## config.mk

```make
export PLATFORM = sky130hd
export DESIGN_NAME = debounced_dual_encoder_counter_core_flat
export DESIGN_NICKNAME = d
export VERILOG_FILES = /design/src/rtl/ddec_pkg.sv /design/src/rtl/ddec_if.sv /design/src/rtl/debounced_dual_encoder_counter_core.sv /design/src/flat_wrapper.sv
export SDC_FILE = /design/constraint.sdc
export NUM_CORES = 1
export LEC_CHECK = 0
export BUFFER_PORTS_ARGS = -buffer_cell sky130_fd_sc_hd__buf_2
export CAP_MARGIN = 15
export CORE_ASPECT_RATIO = 1.5
export CORE_MARGIN = 2
export CORE_UTILIZATION = 55
export CTS_BUF_LIST = sky130_fd_sc_hd__clkbuf_4
export CTS_CLUSTER_DIAMETER = 100
export CTS_CLUSTER_SIZE = 12
export DETAILED_ROUTE_END_ITERATION = 10
export PLACE_DENSITY = 0.81
export SETUP_SLACK_MARGIN = 0.1
export SYNTH_ARGS = -nofsm -noshare
export SYNTH_HDL_FRONTEND = slang
export SYNTH_SLANG_ARGS = --single-unit
```

## constraint.sdc

```tcl
create_clock -name i_clk -period 4.9 [get_ports i_clk]
set_clock_uncertainty 0.1 [all_clocks]
set_input_delay 0.98 -clock i_clk [delete_from_list [all_inputs] [get_ports i_clk]]
set_output_delay 0.98 -clock i_clk [all_outputs]
set_load 0.01 [all_outputs]
```

## src/rtl/ddec_pkg.sv

```systemverilog
// ----------------------------------------------------------------------------
// ddec_pkg
// types and fixed field widths shared by the dual encoder counter files
// ----------------------------------------------------------------------------
package ddec_pkg;

    localparam int unsigned COUNT_FIELD_W = 10;
    localparam int unsigned MODE_W        = 2;
    localparam int unsigned BAR_W         = 3;

    // mode code that freezes the count
    localparam logic [MODE_W-1:0] MODE_HOLD = 2'd3;
    localparam logic [MODE_W-1:0] MODE_UNIT = 2'd0;

    typedef struct packed {
        logic enc1_a;
        logic enc1_b;
        logic enc2_a;
        logic enc2_b;
        logic button0_pin;
        logic button1_pin;
    } t_in_item;

    typedef struct packed {
        logic [COUNT_FIELD_W-1:0] count_value;
        logic [MODE_W-1:0]        mode_bits;
        logic [BAR_W-1:0]         bar_pattern;
    } t_out_item;

endpackage

```

## src/rtl/ddec_if.sv

```systemverilog
// ----------------------------------------------------------------------------
// ddec_if
// valid/ready channel carrying one payload item per transaction
// ----------------------------------------------------------------------------
interface ddec_if #(
    parameter type T = logic
);
    logic valid;
    logic ready;
    T     data;

    modport source (output valid, output data, input ready);
    modport sink   (input valid, input data, output ready);
endinterface

```

## src/rtl/debounced_dual_encoder_counter_core.sv

```systemverilog
// ----------------------------------------------------------------------------
// debounced_dual_encoder_counter_core
// two quadrature encoders driving one wrapped count, with two debounced
// buttons selecting the step exponent
// ----------------------------------------------------------------------------
//
//  channel | dir | payload                                      | handshake
//  --------+-----+----------------------------------------------+-----------
//  i_in    | in  | enc1_a enc1_b enc2_a enc2_b button0/1_pin    | valid/ready
//  o_out   | out | count_value[9:0] mode_bits[1:0] bar_pattern  | valid/ready
//
//  one transaction per cycle sustained while o_out.ready holds; each item
//  passes the input register, then the result register
//  the state update (debounce, mode, count) is a single combinational step
//  between the input register and the result register
//  synchronous active-low reset: history zeros, mode 0, count 1, prev bits 0
//  a stalled output holds the result register; the input register still
//  accepts one more transaction before i_in.ready drops
//
module debounced_dual_encoder_counter_core
    import ddec_pkg::*;
#(
    parameter int unsigned DEBOUNCE_SAMPLES = 12,
    parameter int unsigned COUNT_MODULUS    = 1024
) (
    input  logic  i_clk,
    input  logic  i_rst_n,
    ddec_if.sink   i_in,
    ddec_if.source o_out
);

    // history keeps one released sample plus the pressed run
    localparam int unsigned HIST_W  = DEBOUNCE_SAMPLES + 1;
    localparam int unsigned COUNT_W = $clog2(COUNT_MODULUS);
    localparam logic [HIST_W-1:0]  HIST_FIRE  = HIST_W'(1) << DEBOUNCE_SAMPLES;
    localparam logic [COUNT_W:0]   MOD_EXT    = (COUNT_W + 1)'(COUNT_MODULUS);
    localparam logic [COUNT_W-1:0] COUNT_INIT = COUNT_W'(1);

    // one encoder step on the count; both adds stay below twice the modulus
    function automatic logic [COUNT_W-1:0] enc_step(
        input logic [COUNT_W-1:0] count,
        input logic [MODE_W-1:0]  mode,
        input logic               a,
        input logic               b,
        input logic               pa,
        input logic               pb
    );
        logic [COUNT_W:0] step;
        logic [COUNT_W:0] cnt;
        logic [COUNT_W:0] sum;
        logic [COUNT_W:0] res;
        step = (COUNT_W + 1)'(1) << mode;
        cnt  = {1'b0, count};
        sum  = cnt + step;
        res  = cnt;
        if (a && pa) begin
            if (!pb && b) begin
                res = (sum >= MOD_EXT) ? (sum - MOD_EXT) : sum;
            end else if (pb && !b) begin
                res = (cnt >= step) ? (cnt - step) : (cnt + MOD_EXT - step);
            end
        end
        return res[COUNT_W-1:0];
    endfunction

    // pipeline control
    logic      r_in_valid;
    t_in_item  r_in_data;
    logic      r_out_valid;
    t_out_item r_out_data;
    logic      w_out_free;
    logic      w_adv;
    logic      w_accept;

    // block state
    logic [HIST_W-1:0]  r_hist0, r_hist1;
    logic [HIST_W-1:0]  n_hist0, n_hist1;
    logic [MODE_W-1:0]  r_mode, n_mode;
    logic [COUNT_W-1:0] r_count, n_count, w_count_mid;
    logic [3:0]         r_prev, n_prev;
    logic               w_fire0, w_fire1;
    logic [31:0]        w_count_ext;
    logic [BAR_W-1:0]   w_bar;

    // result register drains when taken; input register moves when it can
    assign w_out_free  = !r_out_valid || o_out.ready;
    assign w_adv       = r_in_valid && w_out_free;
    assign i_in.ready  = !r_in_valid || w_out_free;
    assign w_accept    = i_in.valid && i_in.ready;

    assign o_out.valid = r_out_valid;
    assign o_out.data  = r_out_data;

    // debounce: fire once on a released sample followed by the pressed run
    assign n_hist0 = {r_hist0[HIST_W-2:0], r_in_data.button0_pin};
    assign n_hist1 = {r_hist1[HIST_W-2:0], r_in_data.button1_pin};
    assign w_fire0 = (n_hist0 == HIST_FIRE);
    assign w_fire1 = (n_hist1 == HIST_FIRE);
    assign n_mode  = r_mode ^ {w_fire1, w_fire0};

    // encoder one first, then encoder two on its result
    always_comb begin
        w_count_mid = r_count;
        n_count     = r_count;
        if (n_mode != MODE_HOLD) begin
            w_count_mid = enc_step(r_count, n_mode, r_in_data.enc1_a, r_in_data.enc1_b,
                                   r_prev[0], r_prev[1]);
            n_count     = enc_step(w_count_mid, n_mode, r_in_data.enc2_a,
                                   r_in_data.enc2_b, r_prev[2], r_prev[3]);
        end
    end

    assign n_prev = {r_in_data.enc2_b, r_in_data.enc2_a,
                     r_in_data.enc1_b, r_in_data.enc1_a};

    assign w_count_ext = 32'(n_count);
    assign w_bar       = (n_mode == MODE_UNIT) ? BAR_W'(1) : BAR_W'({n_mode, 1'b0});

    // input register
    always_ff @(posedge i_clk) begin
        if (!i_rst_n) begin
            r_in_valid <= 1'b0;
        end else if (i_in.ready) begin
            r_in_valid <= i_in.valid;
        end
        if (w_accept) begin
            r_in_data <= i_in.data;
        end
    end

    // state and result register
    always_ff @(posedge i_clk) begin
        if (!i_rst_n) begin
            r_out_valid <= 1'b0;
            r_hist0     <= '0;
            r_hist1     <= '0;
            r_mode      <= '0;
            r_count     <= COUNT_INIT;
            r_prev      <= '0;
        end else begin
            if (w_out_free) begin
                r_out_valid <= r_in_valid;
            end
            if (w_adv) begin
                r_hist0 <= n_hist0;
                r_hist1 <= n_hist1;
                r_mode  <= n_mode;
                r_count <= n_count;
                r_prev  <= n_prev;
            end
        end
        if (w_adv) begin
            r_out_data.count_value <= w_count_ext[COUNT_FIELD_W-1:0];
            r_out_data.mode_bits   <= n_mode;
            r_out_data.bar_pattern <= w_bar;
        end
    end

    // count never leaves its range
    a_count_range: assert property (@(posedge i_clk) disable iff (!i_rst_n)
        ({1'b0, r_count} < MOD_EXT))
        else $error("count out of range");

    // hold mode freezes the count across an update
    a_hold_freezes: assert property (@(posedge i_clk) disable iff (!i_rst_n)
        (w_adv && n_mode == MODE_HOLD) |=> $stable(r_count))
        else $error("count moved in hold mode");

    // a waiting input item is never dropped
    a_in_kept: assert property (@(posedge i_clk) disable iff (!i_rst_n)
        (r_in_valid && !w_adv) |=> (r_in_valid && $stable(r_in_data)))
        else $error("input register lost an item");

    // button zero never fires on two updates in a row
    a_fire_once: assert property (@(posedge i_clk) disable iff (!i_rst_n)
        (w_adv && w_fire0) |=> !(w_adv && w_fire0))
        else $error("button zero fired twice in a row");

    // reported mode matches the internal mode after each update
    a_mode_out: assert property (@(posedge i_clk) disable iff (!i_rst_n)
        w_adv |=> (r_out_data.mode_bits == r_mode))
        else $error("result mode does not match state");

endmodule

```

## src/flat_wrapper.sv

```systemverilog
// flat-port wrapper written by rule: the top's interface ports become plain ports
module debounced_dual_encoder_counter_core_flat import ddec_pkg::*;
#(
    parameter int unsigned DEBOUNCE_SAMPLES = 12,
    parameter int unsigned COUNT_MODULUS    = 1024
)
  (i_clk, i_rst_n, i_in_valid, i_in_data, i_in_ready, o_out_valid, o_out_data, o_out_ready);
  ddec_if #(.T(t_in_item)) i_in_i ();
  ddec_if #(.T(t_out_item)) o_out_i ();
  input  logic i_clk;
  input  logic i_rst_n;
  input wire logic [$bits(i_in_i.valid)-1:0] i_in_valid;
  input wire logic [$bits(i_in_i.data)-1:0] i_in_data;
  output wire logic [$bits(i_in_i.ready)-1:0] i_in_ready;
  output wire logic [$bits(o_out_i.valid)-1:0] o_out_valid;
  output wire logic [$bits(o_out_i.data)-1:0] o_out_data;
  input wire logic [$bits(o_out_i.ready)-1:0] o_out_ready;
  assign i_in_i.valid = i_in_valid;
  assign i_in_i.data = i_in_data;
  assign i_in_ready = i_in_i.ready;
  assign o_out_valid = o_out_i.valid;
  assign o_out_data = o_out_i.data;
  assign o_out_i.ready = o_out_ready;
  debounced_dual_encoder_counter_core #(.DEBOUNCE_SAMPLES(DEBOUNCE_SAMPLES), .COUNT_MODULUS(COUNT_MODULUS)) u_core (.i_clk(i_clk), .i_rst_n(i_rst_n), .i_in(i_in_i), .o_out(o_out_i));
endmodule
```

==> flow_metrics.py <==
metrics = {
    "global_routing": {
        "grt_max_degree": 37,
        "grt_pass1_vias": 3651,
        "grtUsageTotal": 0.282,
        "grt-ovfl-total": 0,
        "antenna_found_initial": 0,
        "grt_pass1_wl_um": 16600,
    },
    "sta": {
        "rsz0062_at_grt": "yes",
        "hold_slack_ps": 374,
        "fin_crit_sh": 0.986,
        "max_freq_mhz": 207,
        "tightest_slew_ps": 1000,
        "finalHoldViolCount": 0,
        "slew_viol_final": 0,
        "timing.slew.headroom": 0.328,
        "layout_min_cycle_time_ps": 4830,
        "setup_viol": 0,
        "finalWorstSetupSlack_ps": 69.5,
    },
    "power_and_ir_drop": {
        "p_seq_frac": 0.480,
        "leakagePower_nw": 1.98,
        "power_per_cell_area_nw_per_um2": 246,
        "internal_power_mw": 0.830,
        "power_frac_clock": 0.301,
        "irDropWorstVdd_mv": 0.235,
        "p_sw_frac": 0.310,
        "comb_power_share": 0.219,
        "power_switching_mw": 0.373,
    },
    "logic_synthesis": {
        "yosys_warnings": 0,
        "yosysUniqueCellTypes": 62,
        "synth-edff-count": 21,
        "syn_area_per_cell_um2": 8.42,
        "async_flop_share": 0,
        "seq_area_frac_synth": 0.383,
        "netlist_instances": 456,
        "ys_ff_latch": 63,
        "synth_ff_type": "dfxtp_1",
        "syn-cell-area_um2": 3840,
        "syn-num-nets": 489,
    },
    "cells_and_area": {
        "nets": 554,
        "stdcell_area_um2": 4880,
        "fin_util": 0.717,
        "instances_no_fill": 604,
        "area_growth_pct": 27.1,
        "drive_gt1_frac": 0.302,
        "fillers": 464,
        "antennaDiodeCount": 0,
    },
    "floorplanning": {
        "coreArea_um2": 6810,
        "die_h_um": 106,
        "die_x_um": 72.2,
        "start_util": 0.564,
        "rows": 37,
        "die_area_um2": 7680,
        "ioPinCount": 27,
    },
    "clock_network": {
        "numCtsBuffers": 9,
        "cts_tree": "done",
        "clock_latency_ps": 430,
        "clockBufferDepth": 2,
        "cts_max_level": 3,
        "cts_root_buffer": "clkbuf_4",
        "clkSinkCount": 63,
        "clk_pin_slew_ps": 120,
    },
    "routing": {
        "drt-initial-drc-count": 254,
        "antenna_left": 0,
        "vias": 3777,
        "drt_pass1_iterations": 5,
        "drcViolationCount": 0,
        "wl_per_cell_um": 19.1,
        "vias_per_cell": 6.25,
        "routed_wl_um": 11500,
    },
    "outcome": {
        "status": "finished, final reports clean",
    },
    "place": {
        "post-place-cells": 572,
        "gp_congestion": 0.965,
        "place_area_um2": 4240,
        "portBuffers": 26,
        "place_hpwl_um": 7620,
        "preCtsSetupSlack_ps": -284,
    },
    "critical_path": {
        "rrSetupSlack_ps": 70,
        "path_max_fanout": 3,
        "cp-end-kind": "flop",
        "arrival_ps": 5080,
        "worstPathRequired_ps": 5150,
        "critPathLaunchType": "flop",
        "crit_type": "reg -> reg",
    },
    "worst_hold_path": {
        "hp-class": "reg -> reg",
    },
    "job": {
        "cap_violations": 0,
    },
}
-- final cells by class --
| class | count | area (um2) | area share |
|---|---|---|---|
| Clock buffer | 9 | 67.6 | 0.0138 |
| Clock inverter | 7 | 72.6 | 0.0149 |
| Inverter | 24 | 90.1 | 0.0185 |
| Multi-Input combinational cell | 349 | 2560 | 0.525 |
| Sequential cell | 63 | 1480 | 0.302 |
| Tap cell | 78 | 97.6 | 0.0200 |
| Timing Repair Buffer | 74 | 514 | 0.105 |
-- critical path, cell delays in order, from the launching register on --
cell and delay (ps):
dfxtp_2 350, nor4b_2 260, nand4_1 180, xor2_2 310
buf_12 160, nand2_8 60, ha_4 250, o21ai_4 180
a21oi_4 60, nor4_4 250, a31oi_1 140, o41ai_2 330
a21o_1 240, inv_2 60, ha_4 170, fa_2 360
nor2b_2 130, o21ai_0 80, nand2_1 100, a21oi_1 60
mux2i_2 300, o311ai_2 160, o41ai_2 100, buf_4 170
mux2i_1 190
-- stage by stage --
| step | TNS (ps) | power [mW] |
|---|---|---|
| floorplan | 0 | 0.707 |
| global placement | -13.5 | 0.769 |
| detailed placement | -1740 | 0.774 |
| CTS | 0 | 1.15 |
| global route | -588 | 1.24 |
| finish | 0 | 1.20 |
-- per-layer routing --
metal | GRT usage | up-vias | wire, um
met5 | 0 | - | 0
li1 | - | 1737 | -
met3 | 0.0521 | 81 | 599
met1 | 0.272 | 1769 | 3950
met4 | 0.202 | 0 | 792
met2 | 0.516 | 190 | 6190
-- Yosys cell counts (5+ instances only) --
cell | number | area share
nand2_1 | 88 | 0.086
a21oi_1 | 48 | 0.063
dfxtp_1 | 42 | 0.22
nor2_1 | 29 | 0.028
edfxtp_1 | 21 | 0.16
inv_1 | 21 | 0.021
ha_1 | 19 | 0.062
clkbuf_1 | 16 | 0.016
o21ai_0 | 15 | 0.020
nor2b_1 | 11 | 0.018
mux2i_1 | 9 | 0.023
nand2b_1 | 9 | 0.015
nor3_1 | 9 | 0.012
xnor2_1 | 8 | 0.018
and2_1 | 6 | 0.0098
and3_1 | 6 | 0.0098
xor2_1 | 6 | 0.014
nand3_1 | 5 | 0.0065
-- power groups by stage --
stage               registers [mW]  clock network (mW)  logic [mW]
detailed placement           0.586                   0       0.188
floorplan                    0.583                   0       0.124
global route                 0.579               0.384       0.280
finish                       0.577               0.362       0.263
global placement             0.585                   0       0.184
CTS                          0.575               0.365       0.215
-- registers in the layout, summed over array words and instances, names as in the netlist --
signal,flops
u_core.o_out.data,15
u_core.r_hist0,12
u_core.r_hist1,12
u_core.r_count,10
u_core.n_prev,4
u_core.r_prev,4
u_core.r_mode,2
u_core.n_hist0,1
u_core.n_hist1,1
u_core.o_out.valid,1
u_core.r_in_valid,1
-- worst paths after layout --
check / from / endpoint / depth (start not counted)
worst max-delay path: u_core.r_hist0[9] / u_core.r_count[8] / 24
worst min-delay path: u_core.r_hist1[3] / u_core.r_hist1[4] / 2
worst max register to register: u_core.r_hist0[9] / u_core.r_count[8] / 24
worst min register to register: u_core.r_hist1[3] / u_core.r_hist1[4] / 2
-- cell families (layout without fill, tap and decap cells) --
group           after synthesis  in the layout  share of synthesized area
compound gates              116            116                      0.201
xor+xnor                     14             14                     0.0319
fa+ha+maj                    23             23                     0.0827
buf+inv                      44            114                     0.0440
flops                        63             63                      0.383
mux                          10             10                     0.0264
simple gates                186            186                      0.231
-- cell usage in the layout, fill, tap and decap left out, types with 10 or more instances in the layout --
cell      instances
buf_4            44
nor2b_1          10
buf_2            26
nor2_1           27
o21ai_0          10
a21oi_1          42
edfxtp_1         21
dfxtp_1          38
ha_1             10
nand2_1          86
inv_1            18
-- what timing repair did --
item / CTS / global route
buffers inserted: 9 / 7
endpoints found under the setup margin: 14 / 15
hold buffers: 0 / 0
pin swaps: 15 / 36
gates resized for setup: 31 / 48
Note: power is estimated with default switching activity, not from simulation.
